===== src/sv/olid_pkg.sv =====
// Shared types and constants for the ordered list block.
// Used by olid_cell, olid_enc and the top level ordered_list_insert_delete_find.
package olid_pkg;

    localparam int DEPTH       = 64;
    localparam int VALUE_WIDTH = 32;

    // Fixed field widths of the request and result ports.
    localparam int REQ_W   = 3;
    localparam int POS_W   = 7;
    localparam int STAT_W  = 2;
    localparam int FOUND_W = 6;
    localparam int ENTRY_W = 7;

    // Internal widths derived from the list depth.
    localparam int CNT_W   = $clog2(DEPTH + 1);
    localparam int IDX_W   = (DEPTH > 1) ? $clog2(DEPTH) : 1;
    localparam int CMP_W   = (CNT_W > POS_W) ? CNT_W : POS_W;
    localparam int GRP_SZ  = 8;
    localparam int LOC_W   = 3;
    localparam int NGRP    = (DEPTH + GRP_SZ - 1) / GRP_SZ;
    localparam int GRP_W   = (NGRP > 1) ? $clog2(NGRP) : 1;
    localparam int PAD_W   = NGRP * GRP_SZ;

    typedef enum logic [REQ_W-1:0] {
        REQ_APPEND = 3'd0,
        REQ_INSERT = 3'd1,
        REQ_DELETE = 3'd2,
        REQ_FIND   = 3'd3,
        REQ_CLEAR  = 3'd4
    } t_req;

    typedef enum logic [STAT_W-1:0] {
        ST_OK        = 2'd0,
        ST_BAD_POS   = 2'd1,
        ST_FULL      = 2'd2,
        ST_NOT_FOUND = 2'd3
    } t_status;

    typedef enum logic [2:0] {
        C_HOLD,
        C_APPEND,
        C_INSERT,
        C_DELETE,
        C_FIND
    } t_cell_op;

    typedef struct packed {
        t_cell_op               op;
        logic [CMP_W-1:0]       pos;
        logic [CNT_W-1:0]       count;
        logic [VALUE_WIDTH-1:0] value;
    } t_cell_cmd;

    typedef enum logic [2:0] {
        S_IDLE,
        S_EXEC,
        S_GROUP,
        S_PICK,
        S_OUT
    } t_state;

endpackage


===== src/sv/olid_enc.sv =====
// Two-stage priority encoder that finds the lowest set match bit of the cell row.
// Stage one is registered per group of eight cells. Depends on olid_pkg.
module olid_enc (
    input  logic                          i_clk,
    input  logic [olid_pkg::DEPTH-1:0]    i_match,
    output logic                          o_hit,
    output logic [olid_pkg::IDX_W-1:0]    o_index
);

    logic [olid_pkg::PAD_W-1:0]    w_pad;
    logic [olid_pkg::NGRP-1:0]     r_grp_hit;
    logic [olid_pkg::NGRP-1:0]     n_grp_hit;
    logic [olid_pkg::LOC_W-1:0]    r_grp_loc [olid_pkg::NGRP];
    logic [olid_pkg::LOC_W-1:0]    n_grp_loc [olid_pkg::NGRP];
    logic [olid_pkg::GRP_W-1:0]    w_sel;

    assign w_pad = olid_pkg::PAD_W'(i_match);

    // Lowest set bit inside each group of eight.
    always_comb begin
        for (int g = 0; g < olid_pkg::NGRP; g++) begin
            n_grp_hit[g] = 1'b0;
            n_grp_loc[g] = '0;
            for (int j = olid_pkg::GRP_SZ - 1; j >= 0; j--) begin
                if (w_pad[g * olid_pkg::GRP_SZ + j]) begin
                    n_grp_hit[g] = 1'b1;
                    n_grp_loc[g] = olid_pkg::LOC_W'(j);
                end
            end
        end
    end

    always_ff @(posedge i_clk) begin
        r_grp_hit <= n_grp_hit;
        r_grp_loc <= n_grp_loc;
    end

    // Lowest group with a hit.
    always_comb begin
        w_sel = '0;
        for (int g = olid_pkg::NGRP - 1; g >= 0; g--) begin
            if (r_grp_hit[g]) begin
                w_sel = olid_pkg::GRP_W'(g);
            end
        end
    end

    assign o_hit   = |r_grp_hit;
    assign o_index = olid_pkg::IDX_W'({w_sel, r_grp_loc[w_sel]});

endmodule

===== config.mk =====
export PLATFORM = sky130hd
export DESIGN_NAME = olid_enc
export DESIGN_NICKNAME = d
export VERILOG_FILES = /design/src/sv/olid_pkg.sv /design/src/sv/olid_enc.sv
export SDC_FILE = /design/constraint.sdc
export NUM_CORES = 1
export LEC_CHECK = 0
export ABC_AREA = 1
export BUFFER_PORTS_ARGS = -buffer_cell sky130_fd_sc_hd__buf_2
export CAP_MARGIN = 20
export CORE_MARGIN = 2
export CORE_UTILIZATION = 45
export CTS_CLUSTER_DIAMETER = 50
export DETAILED_ROUTE_END_ITERATION = 12
export PLACE_DENSITY = 0.73
export SLEW_MARGIN = 20
export SYNTH_ARGS = -nofsm -noshare
export SYNTH_HDL_FRONTEND = slang
export SYNTH_SLANG_ARGS = --single-unit

===== constraint.sdc =====
create_clock -name i_clk -period 1.3 [get_ports i_clk]
set_clock_uncertainty 0.1 [all_clocks]
set_input_delay 0.065 -clock i_clk [delete_from_list [all_inputs] [get_ports i_clk]]
set_output_delay 0.065 -clock i_clk [all_outputs]
set_load 0.03 [all_outputs]

==> After elaboration in Yosys (flattened, before gate mapping) <==
Cells that the tools add are included.
{ "word_totals": {"reg_bits": 32, "output_inout_bits": 7} }
{ "classes": {"order_cmp": 1, "bitwise": 1, "muxes": 75, "reduce_logical": 25} }
{ "op_table": {"columns": ["cell", "count"], "rows": [
  ["two-way mux 3 bit", 42],
  ["OR reduction 7 bit", 8],
  ["two-way mux 2 bit", 16],
  ["OR reduction 4 bit", 8],
  ["two-way mux 1 bit", 16],
  ["OR reduction 2 bit", 8],
  ["binary-select mux 3 bit (select 3 bit)", 1],
  ["OR reduction 8 bit", 1],
  ["greater-or-equal comparator 4 bit, second input constant", 1],
  ["inverter 3 -> 4 bit", 1]
]} }

==> Longest topological paths before layout <==
Gate-level depths: netlist of run 1.
{ "depth": {"word_depth": 12, "depth_mapped": 14, "mapped_depth_nobuf": 13} }

==> Worst setup path before layout of run 1 <==
Ideal clock, no wire load.
{ "synth_path": {"path_kind": "flip-flop to output port", "from": "register r_grp_hit[0] (netlist bit)", "to": "output port o_index[0] (netlist bit)", "arrival_ns": 1.408, "path_buffers": 0, "path_slack_ns": -0.273, "stages_incl_launch_ff": 9, "cell_sequence": "dfxtp_1 -> inv_2 -> nand2_1 -> nor3_2 -> inv_1 -> nor2_2 -> inv_1 -> nand2_1 -> nand2_1"} }
{ "synth_via": {"elab_chain_len": 5} }
{ "synth_rtl": {"columns": ["element", "line_no", "text"], "rows": [
  ["start, declared", "olid_enc.sv:11", "logic [olid_pkg::NGRP-1:0] r_grp_hit;"],
  ["start signal, assigned", "olid_enc.sv:34", "r_grp_hit <= n_grp_hit;"],
  ["two-way mux 3 bit", "olid_enc.sv:42", "if (r_grp_hit[g]) begin"],
  ["via o_index (one bit)", "olid_enc.sv:7", "output logic [olid_pkg::IDX_W-1:0] o_index"],
  ["inverter 3 -> 4 bit (not written as such)", "olid_enc.sv:49", "assign o_index = olid_pkg::IDX_W'({w_sel, r_grp_loc[w_sel]});"],
  ["binary-select mux 3 bit (select 3 bit)", "olid_enc.sv:49", null],
  ["two-way mux 3 bit (not written as such) (2 in a row)", "olid_enc.sv:49", null],
  ["end, declared", "olid_enc.sv:7", null]
]} }
The timed path passes the listed nets, and every way through them passes these cells. The select of a mux whose other input is x is not followed.

==> Worst setup path in the final report of run 1 <==
{ "layout_path": {"from": "register r_grp_hit[6] (netlist bit)", "to": "output port o_index[0] (netlist bit)"} }
{ "layout_via": {"elab_chain_len": 11} }
{ "layout_rtl": {"columns": ["element", "line_no"], "rows": [
  ["two-way mux 3 bit (7 in a row)", "olid_enc.sv:42"],
  ["inverter 3 -> 4 bit (not written as such)", "olid_enc.sv:49"],
  ["binary-select mux 3 bit (select 3 bit)", "olid_enc.sv:49"],
  ["two-way mux 3 bit (not written as such) (2 in a row)", "olid_enc.sv:49"]
]} }
Every way passes these cells. The select of a mux whose other input is x is not followed.

==> flow_results.org, run 1 <==
** Timing
- Setup repair after global routing could not meet its margin everywhere.
- Post-route worst setup slack :: -0.487 ns
- Maximum clock frequency :: 0.560 GHz
- Final Setup Violations :: 8
- Actual transition at the worst max-transition pin :: 0.350 ns
- Headroom to the max-slew limit :: 0.765
- The final-report max-slew violation count was 0.
- Min Clock Period, post-route :: 1.79 ns
- Part of the cycle the worst path needs :: 1.37
- The number of endpoints with negative hold slack in the final report is 0.

** Synthesis
- Yosys attributes the largest share of cell area to dfxtp_1 (37%), inv_1 (13%), a21oi_1 (7.7%), nand2_1 (7.5%), nand3_1 (7.2%).
- The biggest area contributor in the post-synthesis netlist is dfxtp_1.
- Total nets after synthesis :: 329
- Share of synthesized area occupied by flip-flops and latches :: 0.367
- The share of synthesized area in the top cell type comes to 0.367.
- Cell area after technology mapping :: 1740 µm²
- Synth Warn # :: 0
- Counting distinct cell types in the post-synthesis netlist gives 20.
- A synthesized cell averages 6.61 µm².
- Number of flip-flops and latches in the synthesized netlist :: 32
- Counting every instance in the synthesized netlist gives approximately 260.

** Placement
- In this run the tool buffered the top-level ports with 71 buffer cells.
- The congestion estimate from routability-driven global placement came to a little over 0.8.
- Post-placement cell area :: roughly 2200 µm²
- HPWL reported at the end of detailed placement :: 3.01 mm
- Post-Place Cells :: 388
- Timing analysis after detailed placement gives a worst setup slack of -0.290 ns.

** Global routing
- The via count of the first global-routing pass was 2141.
- In the global route stage, met1 resource usage came out at 0.268.
- In this run the most used layer during global routing was met2.
- First-pass GRT wire length :: 8.31 mm
- Summed over all layers, the global routing overflow is 0.
- Met2 track demand over resource in global routing :: 0.466
- Global Route met3 Usage :: 0.0426
- The number of antenna violations at the first check in global routing was 0.
- Largest net degree at the start of global routing :: 15
- GRT Overall Usage :: 0.243

** Routing
- Average wire per standard cell :: 11.5 µm
- Pre-antenna DRT Iters :: 4
- Vias post-DR :: 2165
- Number of design rule violations left after detail routing :: 0
- The final layout contains routed wiring with a total length of around 5.3 mm.
- Residual antenna-violating net count after detailed routing :: 0
- Number of design-rule violations left by the first detailed-router iteration :: 74
- After detailed routing, the number of vias per cell comes to 4.71.

** Floorplanning
- Die area :: 4390 µm²
- The initialized floorplan defines 22 standard-cell rows.
- The initial utilization of the core area, before any placement, comes to 0.473.
- The floorplan step set the die height to 66.3 µm.
- For this design the top-level I/O count stands at 72.
- The total area inside the core boundary comes to 3690 µm².
- Horizontal die dimension :: 66.3 µm

** Final layout
- Share of cells above drive strength 1 :: 0.345
- Relative to the synthesized area, the layout overhead comes to 76.4%.
- The number of antenna diodes in the final layout is 0.
- After routing the design area is roughly 3100 µm².
- In the final design database the tool counted around 480 nets.
- At the end of the flow the core is filled with cells to 0.834.
- The finished layout holds 460 standard cells, fillers aside.

** Pwr
- Reported leakage power :: 1.49 nW
- IR analysis of the VDD net gives a maximum drop of between 0.5 and 0.6 mV.
- For this design the ratio of total power to cell area is approximately 730 nW/µm².

** Run status
- The run finished, with violations left.
- Violations in the final reports :: setup timing

** Worst setup path
- Crit end category :: output pin
- STA puts the critical path data required time at roughly 1.1 ns.
- Data arrival time of the critical path :: 1.62 ns
- Worst-path maximum fanout :: 8
- The critical path in this run is classified as register to output pin.
- The worst setup path is launched from a register.

** Clocking
- Number of sinks handled by clock tree synthesis :: 32
- TritonCTS clock tree :: built
- The H-tree was split into 2 levels.
- Clock transition at the registers of the reported paths :: about 0.06 ns
- Counting along the longest clock path gives a buffer depth of 2.
- The cell sitting at the root of the clock tree is a clkbuf_8.
- Total CTS buffers :: 5

** Min path
- Class of the worst hold path :: input port to register

** Flow run
- Max cap viols :: 0
## through the flow
step,hold slack [ns],total power (W),setup TNS [ns]
6_report,0.0140,0.00226,-2.71
5_1_grt,0.0226,0.00238,-3.32
4_1_cts,0.00253,0.00224,-3.63
3_5_place_dp,0.134,0.00136,-0.988
3_3_place_gp,0.134,0.00135,-0.926
2_1_floorplan,0.0341,0.00120,-0.506
## placed cells by master (no fill, tap or decap)
master and instances:
or2_2 11, nand2_4 3, nand3_1 22, nand2_2 16, or2_1 1, dfxtp_1 29
nor2_4 1, a31oi_4 1, buf_6 6, a21oi_1 27, buf_4 11, nor2_1 21
clkbuf_8 6, dlygate4sd3_1 58, clkbuf_1 2, nor3_2 3, inv_2 7, nor3_1 10
o21ai_0 7, nand3_2 3, buf_2 65, o21ai_1 1, dfxtp_2 3, nand2_1 24
inv_1 57, buf_12 1, a211oi_1 5, nor4_2 2, nor4_1 6, nand2_8 3
## per-layer routing
metal / up-vias / wire length (µm)
li1: 1131 / -
met1: 972 / 2200
met2: 57 / 2820
met3: 5 / 207
met4: 0 / 55
met5: - / 0
## path summary, 6_finish.rpt
check,start,end,slack (ns),depth (start not counted)
worst min-delay path,i_match[59],r_grp_loc[0]$_SDFF_PP0_,0.01,3
worst max-delay path,r_grp_hit[6]$_SDFF_PP1_,o_index[0],-0.49,13
## registers in the layout, summed over array words and instances (netlist names)
| name | count |
|---|---|
| r_grp_loc | 24 |
| r_grp_hit | 8 |
## worst max-delay path, stage by stage, from the launching register on
cell and delay, ns:
dfxtp_2 0.31, inv_1 0.04, nand2_1 0.04, nand2_1 0.05
nand2_1 0.05, nand2_1 0.06, nand2_2 0.10, nand2_8 0.13
nand3_1 0.12, nand3_2 0.10, nand2_1 0.07, nand2_2 0.09
nand2_4 0.05, buf_6 0.13
## Yosys cell counts, drive strengths merged
library cell  instances
a211oi                5
a21oi                27
a31oi                 1
buf                   2
clkbuf                1
dfxtp                32
inv                  64
nand2                44
nand3                25
nor2                 22
nor3                 13
nor4                  8
o21ai                 8
or2                  12
## what timing repair did
| action | 4_1_cts | 5_1_grt |
|---|---|---|
| buffers inserted | 4 | 0 |
| hold endpoints to repair | 32 | 17 |
| hold buffers | 59 | 11 |
| resized for setup | 21 | 17 |
| cloned | 2 | 0 |
| pin swaps | 7 | 10 |
| endpoints found under the setup margin | 7 | 20 |
## cells by family (layout without fill, tap and decap cells)
group           after synthesis  after routing  share of synthesized area
simple gates                124            126                      0.346
buf+inv                      67            213                      0.153
compound gates               41             41                      0.134
flops                        32             32                      0.367
## cell type report
class,count,area [µm²]
repair buffers,141,1080
multi-input cells,167,966
flip-flops and latches,32,644
fillers,234,612
inverters,64,240
clock buffers,8,90.1
well taps,48,60.1
## report_power, final
part           total, W  switching, W  internal (W)
clock network  0.000746      0.000316      0.000431
registers       0.00103     0.0000110       0.00102
logic          0.000483      0.000210      0.000272
Power figures use the tool's default switching activity.
==> inputs of run 2 (changes only) <==
Settings changed: CORE_UTILIZATION 45 to 48, PLACE_DENSITY 0.73 to 0.77.
==> run 2 against run 1 <==
Net effect:
- global-route usage up 12 points
- sequential power about the same
- the flow still finishes with violations (setup timing)
- via count up 42%
- worst hold slack better by 0.0087 ns
==> flow_results.org, run 2 (synthesis gave the netlist of run 1 again) <==
** Run status
- The run finished, with violations left.
- The final reports fail on setup timing.

** Final layout
- r_grp_loc holds more flip-flops than any other register.
- For this run, the post-layout net count is 491.
- Most common cell after layout, fill and taps aside :: dlygate4sd3_1
- The library cells used most frequently in the layout, excluding fill and tap cells, are dlygate4sd3_1 (69), buf_2 (64), inv_1 (56).
- The register with the most flip-flops in the layout has 24 of them.
- Compared with the post-synthesis result, the final layout area differs by 86.5%.
- Final cell utilization of the core :: 0.952
- Of the cells placed in the final design, the portion with a size suffix greater than 1 is 0.392.
- The largest registers in the layout are r_grp_loc: 24 flops, r_grp_hit: 8 flops.

** Routing
- Number of design rule violations left after detail routing :: 0
- The first detailed-routing pass took 10 iterations.
- Detailed routing inserted a total of 3071 vias.
- Dividing the detail-routed wire length by the instance count gives around 23 µm.
- For this block, wires on met1 add up to ~3.2 mm.
- For this block, the routed nets add up to 10.8 mm of wire.
- Met2 routed wirelength :: 4.81 mm
- The detailed router used layers up to and including met4.
- Via-per-instance ratio :: 6.49
- Residual antenna-violating net count after detailed routing :: 0
- Number of design-rule violations left by the first detailed-router iteration :: 614
- In the detailed route, the total length drawn on met3 is around 1.5 mm.

** Pwr
- Across the VDD grid, the largest voltage drop is 0.626 mV.
- The share of total power dissipated in the clock network is 0.296.
- For this design the static power due to leakage is 1.56 nW.
- In this run the power spent charging and discharging nets is slightly above 0.0007 W.
- Comb power frac :: 0.261
- PD cells :: between 700 and 800 nW/µm²
- The share of total power dissipated in sequential elements is 0.444.
- Of the total power, the share spent switching nets is 0.306.
- Design internal power :: 0.00163 W

** Flow run
- Max cap viols :: 0

** Worst setup path
- Worst setup SP type :: register
- Data arrival time of the critical path :: 2.02 ns
- Critical Setup Path Class :: register to output pin
- Worst-path maximum fanout :: 5
- For the worst setup path, the data required time is between 1 and 1.5 ns.
- Crit end category :: output pin

** Clocking
- Clock transition at the registers of the reported paths :: 0.11 ns
- The H-tree was split into 2 levels.
- Library cell used as clock root buffer :: clkbuf_4
- Total CTS buffers :: 5
- For this design, the sink count on the clock tree is 32.
- TritonCTS built the clock tree.
- In this run the deepest clock path goes through 2 buffers.

** Global routing
- The via count of the first global-routing pass is 2701.
- Largest net degree at the start of global routing :: 15
- The first global-routing pass estimated around 11 mm of wire.
- The number of antenna violations at the first check in global routing came to 0.
- Total congestion overflow after global routing :: 0
- In the global route stage, overall resource usage came out at 0.360.

** Floorplanning
- In this run the standard cell core region covers approximately 3400 µm².
- Die Height :: 64.3 µm
- Core Rows :: 21
- In this run the horizontal extent of the chip is ~64 µm.
- The floorplan step defined a die boundary enclosing about 4100 µm².
- 72 I/O pins were placed.
- The initial utilization of the core area, before any placement, comes to 0.511.

** Timing
- Headroom to the max-slew limit :: 0.629
- For the pin with the worst max-slew slack, the measured transition is 0.552 ns.
- After layout, the worst setup slack is -0.883 ns.
- The number of endpoints with negative hold slack in the final report came to 0.
- Dividing the final minimum period by the clock period gives 1.68.
- Final Slew Violations :: 0
- Final Setup Violations :: 23
- Min Clock Period, post-route :: 2.18 ns
- Setup repair after global routing missed its margin :: yes
- For this run, the top clock speed supported by timing is 0.458 GHz.

** Placement
- Worst slack at placement :: -0.315 ns
- Routability-driven placement finished with a final weighted congestion of approximately 0.92.
- HPWL reported at the end of detailed placement :: 3.05 mm
- Port buffer count :: just over 70

** Min path
- The worst hold path belongs to the class input port to register.
[run 2: changes by cell type in the layout (fill, tap and decap cells not counted), moves of 4 or more]
cell / before / now
nand2_1: 24 / 16
clkbuf_8: 6 / 2
nand2_2: 16 / 22
clkbuf_4: 0 / 5
nand3_2: 3 / 10
dlygate4sd3_1: 58 / 69
nand3_1: 22 / 15
buf_4: 11 / 18
[run 2: worst paths after layout]
| check | cells after the start | startpoint | endpoint | slack [ns] |
|---|---|---|---|---|
| worst max-delay path | 9 | r_grp_hit[6]$_SDFF_PP1_ | o_index[0] | -0.88 |
| worst min-delay path | 3 | i_match[51] | r_grp_loc[3]$_SDFF_PP0_ | 0.02 |
[run 2: through the flow]
step	total power [W]	instances	setup TNS (ns)	hold slack, ns	instance area, µm²
floorplan	0.00120	264	-0.506	0.0341	1780
finish	0.00234	473	-6.15	0.0227	3250
global route	0.00238	472	-6.96	0.0142	3250
global placement	0.00135	386	-0.910	0.135	2220
CTS	0.00213	470	-3.68	0.00138	3110
detailed placement	0.00136	386	-1.07	0.140	2220
[run 2: final cells by class]
cell class | instances | area (µm²)
diodes | 1 | 2.50
clock buffers | 7 | 65.1
fillers | 99 | 163
inverters | 64 | 240
multi-input cells | 167 | 1040
flip-flops and latches | 32 | 646
well taps | 46 | 57.6
repair buffers | 156 | 1200
[run 2: power groups by stage]
stage | Clock, W | Sequential [W] | Combinational [W]
floorplan | 0 | 0.00105 | 0.000152
global placement | 0 | 0.00105 | 0.000300
detailed placement | 0 | 0.00105 | 0.000306
CTS | 0.000617 | 0.00103 | 0.000483
global route | 0.000705 | 0.00104 | 0.000635
finish | 0.000693 | 0.00104 | 0.000611
[run 2: layer usage]
| layer | vias to the layer above | track usage |
|---|---|---|
| li1 | 1161 | - |
| met1 | 1302 | 0.328 |
| met2 | 423 | 0.719 |
| met3 | 185 | 0.0810 |
| met4 | 0 | 0.197 |
| met5 | - | 0 |
[run 2: what timing repair did]
| item | CTS | global route |
|---|---|---|
| hold buffers | 72 | 7 |
| pin swaps | 13 | 17 |
| endpoints found under the hold margin | 32 | 18 |
| setup buffers | 3 | 6 |
| setup endpoints to repair | 7 | 20 |
| gates cloned | 2 | 0 |
| gates resized for setup | 22 | 38 |
[run 2: critical path: stages (launching register included)]
cell	delay [ns]
dfxtp_2	0.39
or2_4	0.15
nand3_2	0.11
a31oi_4	0.32
buf_4	0.20
nand3_1	0.10
nand2_1	0.11
nand2_2	0.08
nand2_4	0.07
buf_6	0.12
