==> src/sv/olid_pkg.sv <==
// Shared types and constants for the ordered list block.
// Used by olid_cell, olid_enc and the top level ordered_list_insert_delete_find.
package olid_pkg;

    localparam int DEPTH       = 64;
    localparam int VALUE_WIDTH = 32;

    // Fixed field widths of the request and result ports.
    localparam int REQ_W   = 3;
    localparam int POS_W   = 7;
    localparam int STAT_W  = 2;
    localparam int FOUND_W = 6;
    localparam int ENTRY_W = 7;

    // Internal widths derived from the list depth.
    localparam int CNT_W   = $clog2(DEPTH + 1);
    localparam int IDX_W   = (DEPTH > 1) ? $clog2(DEPTH) : 1;
    localparam int CMP_W   = (CNT_W > POS_W) ? CNT_W : POS_W;
    localparam int GRP_SZ  = 8;
    localparam int LOC_W   = 3;
    localparam int NGRP    = (DEPTH + GRP_SZ - 1) / GRP_SZ;
    localparam int GRP_W   = (NGRP > 1) ? $clog2(NGRP) : 1;
    localparam int PAD_W   = NGRP * GRP_SZ;

    typedef enum logic [REQ_W-1:0] {
        REQ_APPEND = 3'd0,
        REQ_INSERT = 3'd1,
        REQ_DELETE = 3'd2,
        REQ_FIND   = 3'd3,
        REQ_CLEAR  = 3'd4
    } t_req;

    typedef enum logic [STAT_W-1:0] {
        ST_OK        = 2'd0,
        ST_BAD_POS   = 2'd1,
        ST_FULL      = 2'd2,
        ST_NOT_FOUND = 2'd3
    } t_status;

    typedef enum logic [2:0] {
        C_HOLD,
        C_APPEND,
        C_INSERT,
        C_DELETE,
        C_FIND
    } t_cell_op;

    typedef struct packed {
        t_cell_op               op;
        logic [CMP_W-1:0]       pos;
        logic [CNT_W-1:0]       count;
        logic [VALUE_WIDTH-1:0] value;
    } t_cell_cmd;

    typedef enum logic [2:0] {
        S_IDLE,
        S_EXEC,
        S_GROUP,
        S_PICK,
        S_OUT
    } t_state;

endpackage

==> src/sv/olid_cell.sv <==
// One list slot: holds an entry, shifts with its neighbors and compares for find.
// Depends on olid_pkg.
module olid_cell (
    input  logic                            i_clk,
    input  olid_pkg::t_cell_cmd             i_cmd,
    input  logic [olid_pkg::CNT_W-1:0]      i_index,
    input  logic [olid_pkg::VALUE_WIDTH-1:0] i_prev,
    input  logic [olid_pkg::VALUE_WIDTH-1:0] i_next,
    output logic [olid_pkg::VALUE_WIDTH-1:0] o_value,
    output logic                            o_match
);

    logic [olid_pkg::VALUE_WIDTH-1:0] r_value;
    logic [olid_pkg::VALUE_WIDTH-1:0] n_value;
    logic                             r_match;
    logic                             n_match;
    logic [olid_pkg::CMP_W-1:0]       w_idx;

    assign w_idx = olid_pkg::CMP_W'(i_index);

    always_comb begin
        n_value = r_value;
        n_match = 1'b0;
        unique case (i_cmd.op)
            olid_pkg::C_APPEND: begin
                if (i_index == i_cmd.count) begin
                    n_value = i_cmd.value;
                end
            end
            olid_pkg::C_INSERT: begin
                if (w_idx == i_cmd.pos) begin
                    n_value = i_cmd.value;
                end else if (w_idx > i_cmd.pos) begin
                    n_value = i_prev;
                end
            end
            olid_pkg::C_DELETE: begin
                if (w_idx >= i_cmd.pos) begin
                    n_value = i_next;
                end
            end
            olid_pkg::C_FIND: begin
                n_match = (i_index < i_cmd.count) && (r_value == i_cmd.value);
            end
            default: begin
            end
        endcase
    end

    always_ff @(posedge i_clk) begin
        r_value <= n_value;
        r_match <= n_match;
    end

    assign o_value = r_value;
    assign o_match = r_match;

endmodule

==> config.mk <==
export PLATFORM = sky130hd
export DESIGN_NAME = olid_cell
export DESIGN_NICKNAME = d
export VERILOG_FILES = /design/src/sv/olid_pkg.sv /design/src/sv/olid_cell.sv
export SDC_FILE = /design/constraint.sdc
export NUM_CORES = 1
export LEC_CHECK = 0
export ABC_AREA = 1
export BUFFER_PORTS_ARGS = -buffer_cell sky130_fd_sc_hd__clkbuf_2
export CORE_MARGIN = 2
export CORE_UTILIZATION = 40
export DETAILED_ROUTE_END_ITERATION = 16
export GPL_TIMING_DRIVEN = 0
export PLACE_DENSITY = 0.73
export SYNTH_ARGS = -nofsm -noshare
export SYNTH_HDL_FRONTEND = slang
export SYNTH_SLANG_ARGS = --single-unit
==> constraint.sdc <==
create_clock -name i_clk -period 4 [get_ports i_clk]
set_input_delay 0.8 -clock i_clk [delete_from_list [all_inputs] [get_ports i_clk]]
set_output_delay 0.8 -clock i_clk [all_outputs]
set_load 0.005 [all_outputs]
After elaboration in Yosys (flattened, before gate mapping)
Index checks and enable logic that the tools add are counted.
{"block": "word_totals", "latch_bits": 0, "ff_bits": 33, "n_memories": 0, "romBits": 0, "out_inout_bits": 33, "ramBits": 0, "inputBits": 121}
{"block": "classes", "n_eq_ne": 10, "mux": 5, "multipliers": 0, "magnitude_cmp": 3, "add_sub_neg": 0, "reduce_logical": 3, "shifts": 0, "bitwise": 0, "div": 0}
{"cell": "32-bit two-way mux", "count": 4}
{"cell": "32-bit case mux with 3 select lines", "count": 1}
{"cell": "32-bit equality test", "count": 1}
{"cell": "7-bit equality test", "count": 2}
{"cell": "7-bit >= comparator", "count": 1}
{"cell": "7-bit greater-than comparator", "count": 1}
{"cell": "7-bit < comparator", "count": 1}
{"cell": "3-bit by 2-bit equality test with 1-bit output (second input constant)", "count": 2}
{"cell": "2-bit != test (second input constant)", "count": 2}
{"cell": "4-bit AND reduction", "count": 1}
{"cell": "3-bit by 1-bit equality test with 1-bit output (second input constant)", "count": 1}
{"cell": "3-bit equality test (second input constant)", "count": 1}
{"cell": "3-bit != test (second input constant)", "count": 1}
{"cell": "3-bit nonzero test", "count": 1}
{"cell": "1-bit logical AND", "count": 1}

Logic depth before layout (Yosys ltp)
Gate-level depths: netlist (run 1).
{"block": "depth", "ltp_word": 4, "depth_mapped": 11, "mapped_depth_nobuf": 11}

Worst setup path after synthesis (run 1)
Ideal clock, no wire load.
{"block": "synth_timing", "kind": "input to register", "start": "input i_cmd[45] (netlist name)", "end": "register r_value, in the netlist o_value[0] (enable)", "setup_ns": 0.421, "t_arrival_ns": 3.100, "t_required_ns": 3.579, "stages": 10, "slack_ns": 0.479, "cell_sequence": "inv_1 -> ha_1 -> nand2_2 -> nor2_4 -> nand2_4 -> inv_4 -> buf_8 -> buf_6 -> nor3_1 -> nor2_1"}
{"block": "synth_via", "elab_chain_cells": 3, "elab_cells_between_ends": 6, "cone_classes": "2 x order compare; 3 x eq/ne; 1 x reduce/logical"}
{"item": "from (decl)", "line": "olid_cell.sv:5", "source": "input olid_pkg::t_cell_cmd i_cmd,"}
{"item": "7-bit greater-than comparator, or another cell as far along", "line": "olid_cell.sv:33", "source": "end else if (w_idx > i_cmd.pos) begin"}
{"item": "3-bit != test (no line) / 2-bit != test (equally long branches)"}
{"item": "4-bit AND reduction (no line) *"}
{"item": "to (signal assigned)", "line": "olid_cell.sv:51", "source": "r_value <= n_value;"}
{"item": "to (decl)", "line": "olid_cell.sv:13", "source": "logic [olid_pkg::VALUE_WIDTH-1:0] r_value;"}
Every way passes the cells marked *; elsewhere a longest branch is shown, timed or not.
A chain may end at the register's enable or synchronous reset.

Final worst setup path (run 1)
{"block": "layout_timing", "start": "input i_cmd[45] (netlist name)", "end": "register r_value, in the netlist o_value[12] (enable)"}
The elaborated chain is that of the path after synthesis.

==> results of run 1 <==
-- cell families after synthesis --
group | after synthesis | synth area share, %
AND/OR/NAND/NOR | 189 | 26.5
AO/OA/AOI/OAI | 72 | 16.9
buffers and inverters | 81 | 12.2
XOR/XNOR | 13 | 3.99
adder cells (fa/ha/maj) | 14 | 6.14
flip-flops | 33 | 34.4
-- worst min-delay path, delay by kind of cell, from the launching register on --
family	cells	cell delay [ps]
xor+xnor	1	80
flops	1	370
simple gates	6	230
-- routing by layer --
metal	global-route usage [%]	wire, um
met3	4.10	670
met1	29.1	3970
met2	41.0	4460
met4	6.47	98
met5	0	0
-- cell usage in the layout, fill, tap and decap left out --
| master | instances |
|---|---|
| clkbuf_1 | 5 |
| edfxtp_1 | 32 |
| o21ai_1 | 2 |
| clkinv_2 | 1 |
| o21ai_0 | 19 |
| nand4_1 | 3 |
| a21boi_0 | 1 |
| xor2_1 | 4 |
| a31oi_1 | 1 |
| xnor2_1 | 9 |
| nand3_1 | 7 |
| buf_4 | 1 |
| clkinv_1 | 2 |
| inv_1 | 65 |
| buf_8 | 2 |
| nand2_4 | 1 |
| a21oi_1 | 2 |
| nand2_2 | 1 |
| dfxtp_1 | 1 |
| or2_2 | 2 |
| nand2_1 | 132 |
| inv_4 | 1 |
| o211ai_1 | 47 |
| clkbuf_2 | 153 |
| buf_2 | 6 |
| nor2_4 | 2 |
| nor3_1 | 2 |
| nor2_1 | 37 |
| nor2_2 | 2 |
| ha_1 | 14 |
| buf_6 | 1 |
| clkbuf_8 | 5 |
-- final timing paths --
kind                          from                    end  slack, ps  cells past startpoint
max                      i_cmd[45]  o_value[12]$_DFFE_PP_       1160                     11
min          o_value[18]$_DFFE_PP_     o_match$_SDFF_PP0_        740                      7
max reg2reg  o_value[28]$_DFFE_PP_     o_match$_SDFF_PP0_       2750                      5
min reg2reg  o_value[18]$_DFFE_PP_     o_match$_SDFF_PP0_        740                      7
-- power groups by stage --
stage	sequential, mW	clock (mW)	combinational [mW]
global placement	0.443	0	0.267
global route	0.439	0.263	0.307
detailed placement	0.443	0	0.274
floorplan	0.443	0	0.135
finish	0.435	0.252	0.273
CTS	0.435	0.249	0.275
-- area by class of cell --
class,count,area [um^2]
clock buffers,5,68.8
plain buffers,15,97.6
clock inverters,3,12.5
inverters,66,250
flip-flops and latches,33,981
fillers,722,3040
multi-input cells,288,1530
well taps,96,120
repair buffers,153,766
-- per-stage QoR --
stage / instances / hold slack (ps) / setup TNS [ps] / util (%) / setup WS (ps)
after global routing: 659 / 795 / 0 / 55.8 / 1000
after CTS: 659 / 738 / 0 / 55.8 / 1140
after global placement: 651 / 705 / -15140 / 54.5 / -475
after detailed placement: 651 / 722 / 0 / 54.6 / 844
final: 659 / 737 / 0 / 55.8 / 1160
after floorplan: 402 / 636 / 0 / - / 479
-- state kept, by name, indices dropped and copies added (netlist names) --
name     cells
o_match      1
o_value     32
==> flow_metrics.env, run 1 <==
export IMPL_status="finished clean"
export IMPL_switching_share_pct=31.4
export IMPL_synth_flop_cell="edfxtp_1"
export IMPL_ys_types=28
export IMPL_timing_fmax_mhz=352
export IMPL_grt_use_total_pct=23.2
export IMPL_finalInstanceArea_mm2=0.00383
export IMPL_fin_crit_ps=2840
export IMPL_antennaDiodeCount=0
export IMPL_fp_dieH_um=88.5
export IMPL_cpPeakStageDelay_ps=740
export IMPL_rsz0062_at_grt="false"
export IMPL_netlist_area_mm2=0.00286
export IMPL_drtPass1Iterations=4
export IMPL_cts_clk_slew_worst_paths_ps=70
export IMPL_p_int_uw=658
export IMPL_fin_crit_sh_pct=71.1
export IMPL_finClkSkew_ps=7.10
export IMPL_initial_core_util_pct=41.6
export IMPL_cts_sinks=33
export IMPL_holdCritPathClass="reg -> reg"
export IMPL_port_buffers=153
export IMPL_crit_top_cell="nor2_4"
export IMPL_ys_seq_elements=33
export IMPL_detail_route_antenna_nets=0
export IMPL_cp_num_buf_inv=5
export IMPL_place_area_mm2=0.00375
export IMPL_hpwlAfterDp_um=7450
export IMPL_timing_final_hold_violations=0
export IMPL_p_per_area_mw_per_mm2=251
export IMPL_crit_path_end_kind="flop"
export IMPL_p_seq_share_pct=45.4
export IMPL_syn_area_per_cell_um2=7.10
export IMPL_syn_nets=537
export IMPL_grt_pass1_vias=3018
export IMPL_grt_pass1_wl_um=13900
export IMPL_clk_path_buf_depth=2
export IMPL_layout_drive_gt1_share_pct=31.6
export IMPL_yosysMostFrequentCell="nand2_1"
export IMPL_clock_latency_ps=290
export IMPL_cp_start_kind="primary input"
export IMPL_cp_max_fo=32
export IMPL_p_clk_share_pct=26.2
export IMPL_path_cells="clkbuf_2 -> inv_1 -> ha_1 -> nand2_2 -> nor2_4 -> nand2_4 -> inv_4 -> buf_8 -> buf_6 -> nor3_1 -> nor2_4"
export IMPL_report_final_setup_viol=0
export IMPL_crit_slowest_cell="nor2_4"
export IMPL_cp_required_ps=3910
export IMPL_synth_top_cell_by_area="edfxtp_1"
export IMPL_rows=30
export IMPL_cp_arrival_ps=2750
export IMPL_hold_buffers=0
export IMPL_ios=154
export IMPL_core_mm2=0.00687
export IMPL_die_x_um=88.5
export IMPL_synth_seq_area_share_pct=34.4
export IMPL_synthCells=402
export IMPL_synth_common_cells="nand2_1 (132), inv_1 (65), o211ai_1 (47)"
export IMPL_dieArea_mm2=0.00783
export IMPL_numCtsBuffers=5
export IMPL_cts_resized_gates=0
export IMPL_drv_slew=0
export IMPL_routabilityCongestion=0.824
export IMPL_tightest_slew_ps=964
export IMPL_dr_first_iter_drc_count=119
export IMPL_post_cts_buffers=0
export IMPL_cap_violations=0
export IMPL_viasPerCell=4.87
export IMPL_synth_edf_count=32
export IMPL_cts_tree="built"
export IMPL_crit_type="in -> reg"
export IMPL_synthTopCellsByArea="edfxtp_1 (34%), nand2_1 (17%), o211ai_1 (12%), inv_1 (8.5%), ha_1 (6.1%)"
export IMPL_area_delta_synth_final_pct=34.1
export IMPL_finalNetCount=697
export IMPL_synthArstFlopShare_pct=0
export IMPL_cp_top_family="simple AND/OR/NAND/NOR gates"
export IMPL_power_switching_uw=301
export IMPL_comb_power_share_pct=28.4
export IMPL_leakage_nw=1.96
export IMPL_grt_ovfl_total=0
export IMPL_grt_max_degree=33
export IMPL_total_power_uw=960
export IMPL_synth_top_area_share_pct=33.7
export IMPL_max_slew_margin_pct=35.6
export IMPL_antenna_found_initial=0
export IMPL_drc=0
export IMPL_yosysWarnings=0
export IMPL_ir_worst_vdd_v=0.000121
export IMPL_h_tree_depth=2
export IMPL_wl_per_cell_um=14.0
export IMPL_vias=3207
export IMPL_wl_um=9190
export IMPL_cts_root_buf="clkbuf_8"
Note: power is estimated with default switching activity, not from simulation.
==> inputs of run 2 (changes only) <==
- clock period: 4 -> 2.8 ns (I/O delays scaled with it)
==> flow_metrics.env, run 2 (same netlist as run 1, synthesis figures left out) <==
export IMPL_timing_fmax_mhz=382
export IMPL_viasPerCell=4.89
export IMPL_wl_per_cell_um=14.0
export IMPL_p_per_area_mw_per_mm2=379
export IMPL_die_x_um=88.5
export IMPL_hold_ws_ps=565
export IMPL_holdCritPathClass="in -> reg"
export IMPL_max_slew_margin_pct=33.7
export IMPL_cts_tree="built"
export IMPL_cap_violations=0
export IMPL_cp_max_fo=32
export IMPL_crit_slowest_cell="nor2_4"
export IMPL_finalNonFillerCells=659
export IMPL_numCtsBuffers=5
export IMPL_timing_final_hold_violations=0
export IMPL_antennaDiodeCount=0
export IMPL_cpPeakStageDelay_ps=750
export IMPL_fin_util_pct=56.1
export IMPL_crit_type="in -> reg"
export IMPL_grt_max_degree=33
export IMPL_dr_first_iter_drc_count=184
export IMPL_cts_sinks=33
export IMPL_cp_start_kind="primary input"
export IMPL_rows=30
export IMPL_finalInstanceArea_mm2=0.00385
export IMPL_grt_pass1_vias=3164
export IMPL_wl_um=9250
export IMPL_crit_top_cell="nor2_4"
export IMPL_tightest_slew_ps=991
export IMPL_finalNetCount=697
export IMPL_cp_num_buf_inv=5
export IMPL_cts_root_buf="clkbuf_8"
export IMPL_ios=154
export IMPL_core_mm2=0.00687
export IMPL_fin_crit_sh_pct=93.6
export IMPL_grt_use_total_pct=23.7
export IMPL_drtPass1Iterations=4
export IMPL_leakage_nw=1.97
export IMPL_routabilityCongestion=0.822
export IMPL_grt_pass1_wl_um=14200
export IMPL_place_inst=651
export IMPL_antenna_found_initial=0
export IMPL_ir_worst_vdd_v=0.000194
export IMPL_status="finished clean"
export IMPL_largest_register_ffs=32
export IMPL_cp_arrival_ps=2520
export IMPL_post_cts_buffers=0
export IMPL_hpwlAfterDp_um=7390
export IMPL_place_area_mm2=0.00375
export IMPL_path_cells="clkbuf_2 -> inv_1 -> ha_1 -> nand2_2 -> nor2_4 -> nand2_4 -> inv_4 -> buf_8 -> buf_6 -> nor3_1 -> nor2_4"
export IMPL_drc=0
export IMPL_hold_buffers=0
export IMPL_area_delta_synth_final_pct=35.0
export IMPL_cp_top_family="simple AND/OR/NAND/NOR gates"
export IMPL_port_buffers=153
export IMPL_detail_route_antenna_nets=0
export IMPL_crit_path_end_kind="flop"
export IMPL_fp_dieH_um=88.5
export IMPL_report_final_setup_viol=0
export IMPL_h_tree_depth=2
export IMPL_cp_required_ps=2700
export IMPL_dieArea_mm2=0.00783
export IMPL_fin_crit_ps=2620
export IMPL_final_common_cell="clkbuf_2"
export IMPL_cts_resized_gates=0
export IMPL_layout_drive_gt1_share_pct=31.6
export IMPL_grt_ovfl_total=0
export IMPL_clock_latency_ps=290
export IMPL_clk_path_buf_depth=2
export IMPL_finClkSkew_ps=7.22
export IMPL_vias=3224
export IMPL_initial_core_util_pct=41.6
export IMPL_rsz0062_at_grt="false"
export IMPL_setup_tns_final_ps=0
export IMPL_drv_slew=0
export IMPL_mostFrequentLayoutCells="clkbuf_2 (153), nand2_1 (132), inv_1 (65)"
export IMPL_cts_clk_slew_worst_paths_ps=80
[run 2: changes by cell type in the layout (fill, tap and decap cells not counted)]
cell / previous run / this run
bufinv_16: 0 / 1
clkbuf_1: 5 / 6
clkinv_1: 2 / 1
clkinv_2: 1 / 0
[run 2: through the flow]
stage	power, mW	setup WS (ps)
finish	1.46	180
global route	1.54	43.7
floorplan	0.826	54.9
detailed placement	1.02	-117
global placement	1.01	-616
CTS	1.47	180
[run 2: per-layer routing]
metal	GRT usage [%]	vias to the layer above	routed length (um)
li1	-	1636	-
met1	29.5	1450	4020
met3	4.48	10	669
met5	0	-	0
met4	7.44	0	97
met2	41.6	128	4450
[run 2: where the power goes]
part | switching [mW] | internal [mW]
combinational | 0.211 | 0.179
clock | 0.185 | 0.263
sequential | 0.0289 | 0.594
[run 2: final timing paths]
check	slack (ps)	cells after the start	end	start
max	180	11	o_value[19]$_DFFE_PP_	i_cmd[45]
min	560	3	o_value[30]$_DFFE_PP_	i_next[30]
max reg2reg	1580	5	o_match$_SDFF_PP0_	o_value[28]$_DFFE_PP_
min reg2reg	710	5	o_match$_SDFF_PP0_	o_value[26]$_DFFE_PP_
[run 2: area by class of cell]
class,count,area (um^2)
clock inverters,2,33.8
inverters,66,250
multi-input cells,288,1530
well taps,96,120
fillers,702,3010
flip-flops and latches,33,981
plain buffers,15,97.6
clock buffers,6,72.6
repair buffers,153,766
[run 2: tightest hold or removal path, cell delays in order]
cell,delay [ps]
clkbuf_2,80
nand2_1,40
o211ai_1,60
==> inputs of run 3 (changes only) <==
- CAP_MARGIN: unset -> 20
- RECOVER_POWER: unset -> 25
==> flow_metrics.env, run 3 (same netlist as run 1, synthesis figures left out) <==
export IMPL_cts_root_buf="clkbuf_8"
export IMPL_timing_final_hold_violations=0
export IMPL_crit_path_end_kind="flop"
export IMPL_grt_max_degree=33
export IMPL_drv_slew=0
export IMPL_fin_crit_ps=2620
export IMPL_cp_start_kind="primary input"
export IMPL_cts_tree="built"
export IMPL_cp_max_fo=32
export IMPL_setup_tns_final_ps=0
export IMPL_antennaDiodeCount=0
export IMPL_dr_first_iter_drc_count=175
export IMPL_holdCritPathClass="in -> reg"
export IMPL_hold_buffers=0
export IMPL_rows=30
export IMPL_port_buffers=153
export IMPL_p_per_area_mw_per_mm2=379
export IMPL_drtPass1Iterations=4
export IMPL_finClkSkew_ps=7.71
export IMPL_antenna_found_initial=0
export IMPL_cp_required_ps=2700
export IMPL_drc=0
export IMPL_report_final_setup_viol=0
export IMPL_routabilityCongestion=0.822
export IMPL_cp_arrival_ps=2520
export IMPL_wl_um=9260
export IMPL_clock_latency_ps=280
export IMPL_rsz0062_at_grt="false"
export IMPL_initial_core_util_pct=41.6
export IMPL_leakage_nw=1.93
export IMPL_fin_crit_sh_pct=93.5
export IMPL_layout_drive_gt1_share_pct=28.8
export IMPL_tightest_slew_ps=984
export IMPL_post_cts_buffers=0
export IMPL_hpwlAfterDp_um=7390
export IMPL_grt_pass1_wl_um=14200
export IMPL_final_common_cell="clkbuf_2"
export IMPL_die_x_um=88.5
export IMPL_ir_worst_vdd_v=0.000194
export IMPL_finalNetCount=697
export IMPL_core_mm2=0.00687
export IMPL_status="finished clean"
export IMPL_total_power_mw=1.45
export IMPL_timing_fmax_mhz=382
export IMPL_ff2ff_setup_slack_ps=1580
export IMPL_crit_type="in -> reg"
export IMPL_cts_clk_slew_worst_paths_ps=80
export IMPL_h_tree_depth=2
export IMPL_cts_resized_gates=0
export IMPL_max_slew_margin_pct=34.2
export IMPL_grt_use_total_pct=23.7
export IMPL_dieArea_mm2=0.00783
export IMPL_fp_dieH_um=88.5
export IMPL_grt_ovfl_total=0
export IMPL_detail_route_antenna_nets=0
export IMPL_largest_register_ffs=32
export IMPL_area_delta_synth_final_pct=34.3
export IMPL_wl_per_cell_um=14.1
export IMPL_cap_violations=0
export IMPL_numCtsBuffers=5
export IMPL_mostFrequentLayoutCells="clkbuf_2 (137), nand2_1 (132), inv_1 (65)"
export IMPL_hold_ws_ps=566
export IMPL_ios=154
export IMPL_cts_sinks=33
export IMPL_vias=3253
export IMPL_grt_pass1_vias=3164
export IMPL_clk_path_buf_depth=2
export IMPL_viasPerCell=4.94
[run 3: report_power, final]
group	internal [mW]	leakage, nW	switching [mW]
clock network	0.263	0.0528	0.183
logic	0.175	1.57	0.211
registers	0.594	0.302	0.0288
total	1.03	1.93	0.422
[run 3: routing by layer]
layer	wire, um	track usage, %
met3	611	4.48
met5	0	0
met4	119	7.44
met2	4450	41.6
met1	4080	29.5
[run 3: area by class of cell]
class / count / area (um^2)
flip-flops and latches: 33 / 981
clock buffers: 6 / 72.6
well taps: 96 / 120
fillers: 714 / 3030
repair buffers: 153 / 746
clock inverters: 2 / 33.8
plain buffers: 15 / 97.6
multi-input cells: 288 / 1530
inverters: 66 / 250
[run 3: per-stage QoR]
step	utilization (%)	area [um^2]	setup slack, ps	instances
after floorplan	-	2860	54.9	402
after global placement	54.5	3740	-616	651
after detailed placement	54.6	3750	-117	651
after CTS	56.1	3850	180	659
after global routing	55.8	3830	43.7	659
final	55.8	3830	181	659
[run 3: worst paths after layout]
kind,start,end,cells past startpoint
max,i_cmd[45],o_value[18]$_DFFE_PP_,11
min,i_next[30],o_value[30]$_DFFE_PP_,3
max reg2reg,o_value[28]$_DFFE_PP_,o_match$_SDFF_PP0_,5
min reg2reg,o_value[26]$_DFFE_PP_,o_match$_SDFF_PP0_,5
[run 3: worst max-delay path, cell delays in order]
cell and delay [ps]:
clkbuf_2 70, inv_1 30, ha_1 300, nand2_2 90, nor2_4 140, nand2_4 100
inv_4 80, buf_8 130, buf_6 150, nor3_1 90, nor2_4 750
